<file path="config.mk">
export PLATFORM = sky130hd
export DESIGN_NAME = assignment_branch_and_bound
export DESIGN_NICKNAME = d
export VERILOG_FILES = /design/src/design/abb_pkg.sv /design/src/design/abb_datapath.sv /design/src/design/abb_controller.sv /design/src/design/assignment_branch_and_bound.sv
export SDC_FILE = /design/constraint.sdc
export NUM_CORES = 2
export LEC_CHECK = 0
export CAP_MARGIN = 20
export CORE_ASPECT_RATIO = 1.4
export CORE_MARGIN = 10
export CORE_UTILIZATION = 55
export DETAILED_ROUTE_END_ITERATION = 12
export DONT_BUFFER_PORTS = 1
export GPL_TIMING_DRIVEN = 0
export PLACE_DENSITY = 0.7
export SYNTH_ARGS = -nofsm -noshare
export SYNTH_HDL_FRONTEND = slang
export SYNTH_SLANG_ARGS = --single-unit
</file>
<file path="constraint.sdc">
create_clock -name clk -period 21.2 [get_ports clk]
set_clock_uncertainty 0.05 [all_clocks]
set_input_delay 3.18 -clock clk [delete_from_list [all_inputs] [get_ports clk]]
set_output_delay 3.18 -clock clk [all_outputs]
set_load 0.01 [all_outputs]
</file>
<file path="src/design/abb_pkg.sv">
// shared types and constants for the assignment branch-and-bound solver
// no dependencies
package abb_pkg;

    localparam int N        = 4;
    localparam int IDX_W    = 2;
    localparam int COST_W   = 10;
    localparam int SUM_W    = 12;
    localparam int DEPTH_W  = $clog2(N + 1);
    localparam int Q_DEPTH  = 64;
    localparam int Q_AW     = $clog2(Q_DEPTH);
    localparam int Q_CW     = $clog2(Q_DEPTH + 1);

    localparam logic [COST_W-1:0] COST_SENTINEL = COST_W'(1001);
    localparam logic [IDX_W-1:0]  LAST_IDX      = IDX_W'(N - 1);

    typedef struct packed {
        logic [IDX_W-1:0]  row;
        logic [IDX_W-1:0]  col;
        logic [COST_W-1:0] cost;
        logic              last;
    } item_t;

    typedef struct packed {
        logic [SUM_W-1:0] min_cost;
        logic [SUM_W-1:0] lower_bound;
        logic [SUM_W-1:0] upper_bound;
        logic             overflow;
    } result_t;

    typedef struct packed {
        logic [SUM_W-1:0] bound;
        logic [N-1:0]     used;
    } qnode_t;

    typedef struct packed {
        logic             load_en;
        logic             low_en;
        logic             up_en;
        logic             init_en;
        logic             pop_en;
        logic             exp_en;
        logic [IDX_W-1:0] hi;
        logic [IDX_W-1:0] lo;
    } cmd_t;

    typedef struct packed {
        logic q_empty;
        logic leaf;
    } status_t;

endpackage

</file>
<file path="src/design/abb_datapath.sv">
// datapath: cost matrix, row minima, bound accumulators and search queue
// depends on abb_pkg
module abb_datapath (
    input  logic             clk,
    input  logic             rst_n,
    input  abb_pkg::item_t   item,
    input  abb_pkg::cmd_t    cmd,
    output abb_pkg::status_t status,
    output abb_pkg::result_t result
);

    logic [abb_pkg::COST_W-1:0] cost_mem [abb_pkg::N][abb_pkg::N];
    logic [abb_pkg::COST_W-1:0] rowmin_mem [abb_pkg::N];
    abb_pkg::qnode_t            q_mem [abb_pkg::Q_DEPTH];
    abb_pkg::qnode_t            node_reg;

    logic [abb_pkg::SUM_W-1:0]  lower_reg, upper_reg, best_reg;
    logic [abb_pkg::COST_W-1:0] min_reg, min_next;
    logic [abb_pkg::IDX_W-1:0]  pick_reg, pick_next;
    logic [abb_pkg::N-1:0]      taken_reg;
    logic [abb_pkg::Q_AW-1:0]   head_reg;
    logic [abb_pkg::Q_CW-1:0]   count_reg;
    logic                       ovf_reg;

    logic [abb_pkg::COST_W-1:0] v_low, v_up, base_min, base_up, v_exp;
    logic [abb_pkg::DEPTH_W-1:0] depth;
    logic [abb_pkg::IDX_W-1:0]  drow;
    logic [abb_pkg::SUM_W:0]    child_b;
    logic                       child_ok;
    logic                       q_we;
    logic [abb_pkg::Q_AW-1:0]   q_waddr;
    abb_pkg::qnode_t            q_wdata;

    always_comb
    begin
        v_low    = cost_mem[cmd.hi][cmd.lo];
        base_min = (cmd.lo == '0) ? abb_pkg::COST_SENTINEL : min_reg;
        min_next = (v_low < base_min) ? v_low : base_min;

        // greedy pass: column is hi, row is lo
        v_up      = cost_mem[cmd.lo][cmd.hi];
        base_up   = (cmd.lo == '0) ? abb_pkg::COST_SENTINEL : min_reg;
        pick_next = (cmd.lo == '0) ? '0 : pick_reg;
        if (!taken_reg[cmd.lo] && v_up < base_up)
        begin
            pick_next = cmd.lo;
        end
    end

    always_comb
    begin
        depth = '0;
        for (int j = 0; j < abb_pkg::N; j++)
        begin
            depth = depth + abb_pkg::DEPTH_W'(node_reg.used[j]);
        end
        drow    = depth[abb_pkg::IDX_W-1:0];
        v_exp   = cost_mem[drow][cmd.lo];
        child_b = {1'b0, node_reg.bound} + (abb_pkg::SUM_W+1)'(v_exp)
                  - (abb_pkg::SUM_W+1)'(rowmin_mem[drow]);
        child_ok = !node_reg.used[cmd.lo] && (child_b <= {1'b0, upper_reg});

        q_we    = 1'b0;
        q_waddr = head_reg + count_reg[abb_pkg::Q_AW-1:0];
        q_wdata = '{bound: child_b[abb_pkg::SUM_W-1:0],
                    used:  node_reg.used | (abb_pkg::N'(1) << cmd.lo)};
        if (cmd.init_en)
        begin
            q_we    = 1'b1;
            q_waddr = '0;
            q_wdata = '{bound: lower_reg, used: '0};
        end
        else if (cmd.exp_en && !status.leaf && child_ok
                 && count_reg != abb_pkg::Q_CW'(abb_pkg::Q_DEPTH))
        begin
            q_we = 1'b1;
        end
    end

    assign status.q_empty = (count_reg == '0);
    assign status.leaf    = (depth == abb_pkg::DEPTH_W'(abb_pkg::N));

    // storage without reset
    always_ff @(posedge clk)
    begin
        if (cmd.load_en && int'(item.row) < abb_pkg::N && int'(item.col) < abb_pkg::N)
        begin
            cost_mem[item.row][item.col] <= item.cost;
        end
        if (cmd.low_en && cmd.lo == abb_pkg::LAST_IDX)
        begin
            rowmin_mem[cmd.hi] <= min_next;
        end
        if (cmd.low_en)
        begin
            min_reg <= min_next;
        end
        if (cmd.up_en)
        begin
            min_reg  <= (!taken_reg[cmd.lo] && v_up < base_up) ? v_up : base_up;
            pick_reg <= pick_next;
        end
        if (q_we)
        begin
            q_mem[q_waddr] <= q_wdata;
        end
        if (cmd.pop_en)
        begin
            node_reg <= q_mem[head_reg];
        end
    end

    always_ff @(posedge clk or negedge rst_n)
    begin
        if (!rst_n)
        begin
            lower_reg <= '0;
            upper_reg <= '0;
            best_reg  <= '1;
            taken_reg <= '0;
            head_reg  <= '0;
            count_reg <= '0;
            ovf_reg   <= 1'b0;
        end
        else
        begin
            if (cmd.load_en && item.last)
            begin
                lower_reg <= '0;
                upper_reg <= '0;
                taken_reg <= '0;
            end
            if (cmd.low_en && cmd.lo == abb_pkg::LAST_IDX)
            begin
                lower_reg <= lower_reg + abb_pkg::SUM_W'(min_next);
            end
            if (cmd.up_en && cmd.lo == abb_pkg::LAST_IDX)
            begin
                upper_reg <= upper_reg + abb_pkg::SUM_W'(
                    (!taken_reg[cmd.lo] && v_up < base_up) ? v_up : base_up);
                taken_reg[pick_next] <= 1'b1;
            end
            if (cmd.init_en)
            begin
                head_reg  <= '0;
                count_reg <= abb_pkg::Q_CW'(1);
                best_reg  <= '1;
                ovf_reg   <= 1'b0;
            end
            if (cmd.pop_en)
            begin
                head_reg  <= head_reg + abb_pkg::Q_AW'(1);
                count_reg <= count_reg - abb_pkg::Q_CW'(1);
            end
            if (cmd.exp_en)
            begin
                if (status.leaf)
                begin
                    if (node_reg.bound < best_reg)
                    begin
                        best_reg <= node_reg.bound;
                    end
                end
                else if (child_ok)
                begin
                    if (count_reg == abb_pkg::Q_CW'(abb_pkg::Q_DEPTH))
                    begin
                        ovf_reg <= 1'b1;
                    end
                    else
                    begin
                        count_reg <= count_reg + abb_pkg::Q_CW'(1);
                    end
                end
            end
        end
    end

    assign result = '{min_cost: best_reg, lower_bound: lower_reg,
                      upper_bound: upper_reg, overflow: ovf_reg};

`ifndef NO_ASSERTIONS
    a_count_bound: assert property (@(posedge clk) disable iff (!rst_n)
        count_reg <= abb_pkg::Q_CW'(abb_pkg::Q_DEPTH))
        else $error("queue count above depth");
    a_pop_nonempty: assert property (@(posedge clk) disable iff (!rst_n)
        cmd.pop_en |-> count_reg != '0)
        else $error("pop from empty queue");
    a_init_count: assert property (@(posedge clk) disable iff (!rst_n)
        cmd.init_en |=> count_reg == abb_pkg::Q_CW'(1) && !ovf_reg)
        else $error("queue not seeded with root");
`endif

endmodule

</file>
<file path="src/design/abb_controller.sv">
// controller: sequences load, bound passes and the breadth-first search
// depends on abb_pkg
module abb_controller (
    input  logic             clk,
    input  logic             rst_n,
    input  logic             start,
    input  logic             last,
    input  abb_pkg::status_t status,
    output abb_pkg::cmd_t    cmd,
    output logic             busy,
    output logic             done
);

    typedef enum logic [2:0] {
        S_LOAD, S_LOWER, S_UPPER, S_INIT, S_POP, S_EXPAND, S_DONE
    } state_t;

    state_t                    state_reg;
    logic [abb_pkg::IDX_W-1:0] hi_reg, lo_reg;

    always_comb
    begin
        cmd         = '0;
        cmd.hi      = hi_reg;
        cmd.lo      = lo_reg;
        cmd.load_en = (state_reg == S_LOAD) && start;
        cmd.low_en  = (state_reg == S_LOWER);
        cmd.up_en   = (state_reg == S_UPPER);
        cmd.init_en = (state_reg == S_INIT);
        cmd.pop_en  = (state_reg == S_POP) && !status.q_empty;
        cmd.exp_en  = (state_reg == S_EXPAND);
    end

    assign busy = (state_reg != S_LOAD);
    assign done = (state_reg == S_DONE);

    always_ff @(posedge clk or negedge rst_n)
    begin
        if (!rst_n)
        begin
            state_reg <= S_LOAD;
            hi_reg    <= '0;
            lo_reg    <= '0;
        end
        else
        begin
            unique case (state_reg)
                S_LOAD:
                begin
                    hi_reg <= '0;
                    lo_reg <= '0;
                    if (start && last)
                    begin
                        state_reg <= S_LOWER;
                    end
                end
                S_LOWER, S_UPPER:
                begin
                    if (lo_reg == abb_pkg::LAST_IDX)
                    begin
                        lo_reg <= '0;
                        if (hi_reg == abb_pkg::LAST_IDX)
                        begin
                            hi_reg    <= '0;
                            state_reg <= (state_reg == S_LOWER) ? S_UPPER : S_INIT;
                        end
                        else
                        begin
                            hi_reg <= hi_reg + abb_pkg::IDX_W'(1);
                        end
                    end
                    else
                    begin
                        lo_reg <= lo_reg + abb_pkg::IDX_W'(1);
                    end
                end
                S_INIT:
                begin
                    state_reg <= S_POP;
                end
                S_POP:
                begin
                    lo_reg    <= '0;
                    state_reg <= status.q_empty ? S_DONE : S_EXPAND;
                end
                S_EXPAND:
                begin
                    // a leaf goes straight back to S_POP, an inner node steps lo through every column first
                    if (status.leaf || lo_reg == abb_pkg::LAST_IDX)
                    begin
                        state_reg <= S_POP;
                    end
                    else
                    begin
                        lo_reg <= lo_reg + abb_pkg::IDX_W'(1);
                    end
                end
                S_DONE:
                begin
                    state_reg <= S_LOAD;
                end
                default:
                begin
                    state_reg <= S_LOAD;
                end
            endcase
        end
    end

`ifndef NO_ASSERTIONS
    a_done_idle: assert property (@(posedge clk) disable iff (!rst_n)
        done |=> !busy)
        else $error("busy after result beat");
    a_done_pulse: assert property (@(posedge clk) disable iff (!rst_n)
        done |=> !done)
        else $error("result beat longer than one cycle");
    a_one_cmd: assert property (@(posedge clk) disable iff (!rst_n)
        $onehot0({cmd.load_en, cmd.low_en, cmd.up_en, cmd.init_en, cmd.pop_en, cmd.exp_en}))
        else $error("overlapping datapath commands");
`endif

endmodule

</file>
<file path="src/design/assignment_branch_and_bound.sv">
// Exact 4x4 assignment solver by branch and bound.
// Input beat: start with busy low accepts one cost entry {row, col, cost, last}.
// Entries are stored one per cycle; an entry with last set is stored and then
// starts a solve, during which busy stays high and start is ignored.
// Solve: the row-minimum lower bound pass, the greedy upper bound pass, the
// queue seed, then per queued node a pop followed by a leaf check for a
// complete assignment or a column-by-column expansion of its children,
// then one more pop that finds the queue empty and a state with done high
// carrying the result beat. The search queue is a 64-entry memory with
// one write and one registered read per cycle; its node count sets the search
// length (at most 65 nodes pass through it for 4x4).
// Result: min_cost, lower_bound, upper_bound and overflow; overflow set means
// children were dropped on a full queue. done lasts exactly one cycle and the
// receiver must take it then. Entries without last give no result beat.
// Reset clears the controller and bounds; the cost matrix must be fully
// written before the first solve.
// Depends on abb_pkg, abb_controller, abb_datapath.
module assignment_branch_and_bound (
    input  logic             clk,
    input  logic             rst_n,
    input  logic             start,
    input  abb_pkg::item_t   item,
    output logic             busy,
    output logic             done,
    output abb_pkg::result_t result
);

    abb_pkg::cmd_t    cmd;
    abb_pkg::status_t status;

    abb_controller u_ctrl (
        .clk    (clk),
        .rst_n  (rst_n),
        .start  (start),
        .last   (item.last),
        .status (status),
        .cmd    (cmd),
        .busy   (busy),
        .done   (done)
    );

    abb_datapath u_dp (
        .clk    (clk),
        .rst_n  (rst_n),
        .item   (item),
        .cmd    (cmd),
        .status (status),
        .result (result)
    );

endmodule

</file>
==> Word-level counts from Yosys, hierarchy flattened <==
Memories as Yosys holds them, arrays and structs flattened. A register that Yosys moved wholly into a read port is not among the register bits.
Cells that the tools add are included.
{ "word_totals": {"mem_count": 3, "wordCells": 164, "regBits": 73, "ramBits": 1224, "input_bits": 18} }
{ "memory_table": {"columns": ["memory", "words", "word_bits", "rd", "rd_clocked_by_memory_dff", "wr", "line_no", "rtl"], "rows": [
  ["u_dp.q_mem", 64, 16, 1, 1, 1, "abb_datapath.sv:14", "abb_pkg::qnode_t q_mem [abb_pkg::Q_DEPTH];"],
  ["u_dp.cost_mem", 4, 40, 3, 0, 1, "abb_datapath.sv:12", "logic [abb_pkg::COST_W-1:0] cost_mem [abb_pkg::N][abb_pkg::N];"],
  ["u_dp.rowmin_mem", 4, 10, 1, 0, 1, "abb_datapath.sv:13", "logic [abb_pkg::COST_W-1:0] rowmin_mem [abb_pkg::N];"]
]} }
{ "op_classes": {"n_bitwise": 5, "magnitude_cmp": 11, "n_reduce_logical": 33, "eq_ne": 16, "mux": 70, "n_shift": 1, "n_addsub": 13} }
{ "op_table": {"columns": ["operator", "n"], "rows": [
  ["$mux 10", 13],
  ["$mux 12", 7],
  ["$bmux 10 s2", 3],
  ["$mux 7", 6],
  ["$mux 40", 1],
  ["$demux 10 s2", 1],
  ["$lt 10x10->1", 2],
  ["$mux 6", 3],
  ["$mux 1", 16],
  ["$mux 16", 1],
  ["$pmux 3 s5", 1],
  ["$mux 2", 7],
  ["$add 12x10->13", 1],
  ["$le 13x12->1", 1],
  ["$logic_and 1x1->1", 13],
  ["$sub 13x10->13", 1],
  ["$add 12x10->12", 1],
  ["$add 12x12->12", 1],
  ["$eq 3x3->1 const B", 4],
  ["$lt 12x12->1", 1],
  ["$mux 3", 4],
  ["$reduce_bool 2->1", 5],
  ["$ge 3x3->1 const B", 3],
  ["$not 2->3", 3],
  ["other kinds (33)", 50]
]} }

==> Depth between registers and ports, before layout <==
An unclocked memory read counts as a cell.
{ "logic_depth": {"word_depth": 17, "depth_mapped": 28} }

==> Hierarchy <==
From an unflattened synthesis, not the netlist that was laid out.
{ "hier_totals": {"hier_cells": 2857, "hier_area_um2": 56771.9} }
{ "by_module_without_submodules": {"columns": ["mod", "area_per_inst_um2", "cells_each", "n_inst"], "rows": [
  ["abb_datapath", 56246.4, 2795, 1],
  ["abb_controller", 525.5, 62, 1]
]} }

==> Least setup slack after synthesis <==
OpenSTA, ideal clock, no wires.
{ "synth_path": {"path_kind": "register to register", "startpoint": "register, netlist name u_dp.node_reg[0]", "endpoint": "memory u_dp.q_mem[59][0] in the netlist's numbering (enable)", "stages_incl_launch_ff": 28, "setup_time_ns": 0.389, "t_arrival_ns": 7.958, "t_required_ns": 20.761, "synth_period_minus_slack_ns": 8.396, "setup_slack_ns": 12.804, "path_buffers": 4, "path_cell_list": "edfxtp_1 ha_1 inv_1 fa_1 inv_1 ha_1 clkbuf_1 buf_1 buf_1 mux4_2 fa_1 inv_1 ha_1 a211oi_1 nor2_1 o41ai_1 o21ai_0 o41ai_1 xnor2_1 ha_1 a21oi_1 nand2_1 or4b_2 a21boi_4 nand3_4 or4_1 buf_2 nor2_1"} }
{ "synth_via": {"elab_chain_len": 17} }
{ "synth_rtl": {"columns": ["item", "line_no", "rtl"], "rows": [
  ["$add 1x1->2", "abb_datapath.sv:55", "depth = depth + abb_pkg::DEPTH_W'(node_reg.used[j]);"],
  ["$add 3x1->3 (2 in a row)", "abb_datapath.sv:55", null],
  ["$mem_v2 4x40", null, null],
  ["$bmux 10 s2", "abb_datapath.sv:58", "v_exp = cost_mem[drow][cmd.lo];"],
  ["$mux 10 (not written as such) (2 in a row)", "abb_datapath.sv:58", null],
  ["$add 12x10->13", "abb_datapath.sv:59", "child_b = {1'b0, node_reg.bound} + (abb_pkg::SUM_W+1)'(v_exp)"],
  ["$sub 13x10->13", "abb_datapath.sv:60", "- (abb_pkg::SUM_W+1)'(rowmin_mem[drow]);"],
  ["$le 13x12->1", "abb_datapath.sv:61", "child_ok = !node_reg.used[cmd.lo] && (child_b <= {1'b0, upper_reg});"],
  ["$logic_and 1x1->1", "abb_datapath.sv:61", null],
  ["$logic_and 1x1->1 (*)", "abb_datapath.sv:73", "else if (cmd.exp_en && !status.leaf && child_ok"],
  ["$logic_and 1x1->1 (*)", "abb_datapath.sv:74", "&& count_reg != abb_pkg::Q_CW'(abb_pkg::Q_DEPTH))"],
  ["$mux 1 (*)", "abb_datapath.sv:73", null],
  ["$mux 1 (*)", "abb_datapath.sv:67", "if (cmd.init_en)"],
  ["$mux 1 (*)", "abb_datapath.sv:103", "if (q_we)"],
  ["$mux 1 (not written as such) (*)", "abb_datapath.sv:105", "q_mem[q_waddr] <= q_wdata;"],
  ["to (decl)", "abb_datapath.sv:14", null]
]} }
Mark *: on every way between the ends. The rest lies on a longest branch, timed or not. The select of a mux whose other input is x is not followed.

==> Final worst setup path <==
{ "layout_path": {"startpoint": "register, netlist name u_dp.node_reg[0]", "endpoint": "memory u_dp.q_mem[7][1] in the netlist's numbering (enable)"} }
{ "layout_via": {"elab_chain_len": 17} }
{ "layout_rtl": {"columns": ["item", "line_no"], "rows": [
  ["$add 1x1->2", "abb_datapath.sv:55"],
  ["$add 3x1->3 (2 in a row)", "abb_datapath.sv:55"],
  ["$mem_v2 4x40", null],
  ["$bmux 10 s2", "abb_datapath.sv:58"],
  ["$mux 10 (not written as such) (2 in a row)", "abb_datapath.sv:58"],
  ["$add 12x10->13", "abb_datapath.sv:59"],
  ["$sub 13x10->13", "abb_datapath.sv:60"],
  ["$le 13x12->1", "abb_datapath.sv:61"],
  ["$logic_and 1x1->1", "abb_datapath.sv:61"],
  ["$logic_and 1x1->1 (*)", "abb_datapath.sv:73"],
  ["$logic_and 1x1->1 (*)", "abb_datapath.sv:74"],
  ["$mux 1 (*)", "abb_datapath.sv:73"],
  ["$mux 1 (*)", "abb_datapath.sv:67"],
  ["$mux 1 (*)", "abb_datapath.sv:103"],
  ["$mux 1 (not written as such) (*)", "abb_datapath.sv:105"]
]} }
Marks and branches as above.

==> impl_metrics.yaml <==
status:
  status: "finished, final reports clean"
setup_path:
  rrSetupSlack_ns: 10.86
  crit_start: "u_dp.node_reg[0]$_DFFE_PP_"
  critPathMaxFanout: 11
  cp_num_buf_inv: 8
  crit_slowest_cell: "buf_1"
  critPathKind: "register to register"
  required_ns: 21.57
  critPathLaunchType: "register"
  worst_setup_path_end_kind: "register"
  critical-path-top-delay-family: "buffers and inverters"
  cp.arrival_ns: 10.71
  regToRegStartpoint: "u_dp.node_reg[0]$_DFFE_PP_"
  cp_common_cell: "ha_1"
  max_stage_delay_ns: 0.75
detailed_routing:
  detail_route.wirelength_mm: 156
  num_vias: 32800
  drc: 0
  wl_per_cell_um: 31.4
  drt-initial-drc-count: 3744
  ant_nets: 0
  first_pass_iters: 6
  via_per_inst: 6.63
clock_network:
  cts_sinks: 1313
  holdBufCountCts: 0
  clk_path_buf_depth: 3
  clkLatencyLatePin_ns: 0.75
  htreeDepth: 3
  cts_buffers: 119
  post-cts-setup-buffers: 0
  tritoncts: "done"
  postCtsResizedCells: 0
  clk_pin_slew_ns: 0.06
  cts_root_buffer: "clkbuf_16"
worst_hold_path:
  hp-class: "register to register"
  hold_path_startpoint: "u_dp.taken_reg[2]$_DFF_PN0_"
yosys:
  ys_types: 74
  seq_area_frac_synth: 0.686
  ys.flop_type: "edfxtp_1"
  synth-async-reset-ratio: 0.0465
  synth.avg_cell_area_um2: 17.3
  synth_edf_count: 1252
  yosysWarnings: 0
  synth_nets: 3429
  netlist_instances: 3305
  ys_seq_elements: 1313
  synth.cell_area_mm2: 0.0570
floorplan:
  die_height_um: 401
  die_w_um: 292
  core-area_mm2: 0.103
  initial_core_util: 0.555
  row_count: 139
  dieArea_mm2: 0.117
  ios: 57
final_layout:
  fill_cells: 7219
  largest_register: "u_dp.q_mem"
  syn_to_final_growth_pct: 12.2
  final_common_cell: "edfxtp_1"
  layout_common_cells: "edfxtp_1 (1,252), mux4_2 (304), mux2i_1 (207)"
  reg_top3: "u_dp.q_mem x1024, u_dp.cost_mem x160, u_dp.rowmin_mem x40"
  instances_no_fill: 4956
  regArea_mm2: 0.0391
  largest_reg_flops: 1024
  drive_gt1_frac: 0.208
  nNetsFinal: 3639
  multi_input_area_mm2: 0.0170
global_routing:
  grt_max_degree: 65
  grt_pass1_vias: 33300
  grt_use_met2: 0.445
  track_usage: 0.264
  grt_pass1_wl_mm: 227
  antenna_found_initial: 5
  grtUsageMet1: 0.305
  globalRouteOverflowTotal: 0
  busiest_layer: "met2"
  grt_use_met3: 0.0467
placed_design:
  dp.cells: 4726
  numPortBuffers: 0
  gp_congestion: 0.948
  post-dp-hpwl_mm: 110
sta:
  period_share: 0.488
  drv_slew: 0
  tightest_slew_ns: 1.29
  fmax_mhz: 96.7
  rsz0062_at_grt: "no"
  period_needed_ns: 10.34
  hold_viol_final: 0
  slew_headroom: 0.142
  fin_tns_setup_ns: 0
  setup_viol_count_final: 0
flow_run:
  maxCapViolCount: 0
-- synth_stat cells (3+ instances only) --
| library cell | n | area (um^2) |
|---|---|---|
| edfxtp_1 | 1252 | 37600 |
| mux4_2 | 304 | 6850 |
| mux2i_1 | 207 | 2070 |
| a21oi_1 | 182 | 911 |
| nand2_1 | 173 | 649 |
| nor2_1 | 156 | 586 |
| o21ai_0 | 116 | 581 |
| clkbuf_1 | 108 | 405 |
| inv_1 | 97 | 364 |
| ha_1 | 92 | 1150 |
| mux2_2 | 77 | 867 |
| o221ai_1 | 71 | 622 |
| o22ai_1 | 64 | 400 |
| buf_1 | 53 | 199 |
| dfrtp_1 | 49 | 1230 |
| nand3_1 | 35 | 175 |
| buf_2 | 23 | 115 |
| nor3_1 | 20 | 100 |
| xor2_1 | 17 | 149 |
| xnor2_1 | 16 | 140 |
| fa_1 | 14 | 280 |
| dfstp_2 | 12 | 315 |
| a21o_1 | 10 | 75.1 |
| nand4_1 | 10 | 62.6 |
| and2_1 | 9 | 56.3 |
| nor2b_1 | 9 | 56.3 |
| a31oi_1 | 8 | 50.1 |
| and3_1 | 8 | 50.1 |
| o211ai_1 | 8 | 60.1 |
| a211oi_1 | 7 | 52.6 |
| o21a_1 | 6 | 45.0 |
| or2_2 | 6 | 37.5 |
| or3_1 | 6 | 37.5 |
| and4_1 | 5 | 43.8 |
| nand2b_1 | 5 | 31.3 |
| nor4_1 | 5 | 31.3 |
| o21bai_1 | 4 | 30.0 |
| o41ai_1 | 4 | 35.0 |
| a2111oi_0 | 3 | 26.3 |
| nand4b_1 | 3 | 26.3 |
| nand4bb_1 | 3 | 33.8 |
| o2111ai_1 | 3 | 26.3 |
| o31ai_1 | 3 | 22.5 |
| or4b_1 | 3 | 30.0 |
-- routing by layer --
| metal | vias up | part of all wire |
|---|---|---|
| met5 | - | 0.000083 |
| met4 | 2 | 0.080 |
| met3 | 479 | 0.080 |
| met2 | 1741 | 0.50 |
| met1 | 16900 | 0.34 |
| li1 | 13700 | - |
-- cell type report --
class,instances,share of cell area
clock inverter,78,0.0111
clock buffer,140,0.0484
inverter,98,0.00575
tap,1339,0.0262
timing repair buffer,89,0.0194
antenna,5,0.000196
sequential,1313,0.612
multi-input combinational,1707,0.265
buffer,187,0.0117
-- worst paths after layout --
path                                                 endpoint  cells past startpoint
worst max-delay path               u_dp.q_mem[7][1]$_DFFE_PP_                     28
worst min-delay path              u_dp.taken_reg[2]$_DFF_PN0_                      1
max in group asynchronous          u_dp.best_reg[1]$_DFF_PN1_                      0
worst min register to register    u_dp.taken_reg[2]$_DFF_PN0_                      1
worst max register to register     u_dp.q_mem[7][1]$_DFFE_PP_                     28
min in group asynchronous       u_dp.upper_reg[6]$_DFFE_PN0P_                      0
-- per-stage QoR --
stage / worst slack [ns] / util / hold WS (ns) / cell area (um^2)
CTS: 10.87 / 0.621 / 0.440 / 63900
finish: 10.86 / 0.622 / 0.442 / 64000
global route: 10.34 / 0.622 / 0.459 / 64000
detailed placement: 10.94 / 0.584 / 0.426 / 60100
floorplan: 12.80 / - / 0.401 / 57000
global placement: 8.51 / 0.571 / 0.429 / 58700
-- kinds of logic after synthesis --
kind of cell / Yosys count / synth area share
flops: 1313 / 0.686
mux: 590 / 0.172
compound gates: 507 / 0.0545
simple gates: 471 / 0.0375
buf+inv: 285 / 0.0196
fa+ha+maj: 106 / 0.0251
xor+xnor: 33 / 0.00507
Power is not shown: default switching activity piles up to over one toggle a cycle in this logic, so the estimate is an artifact.
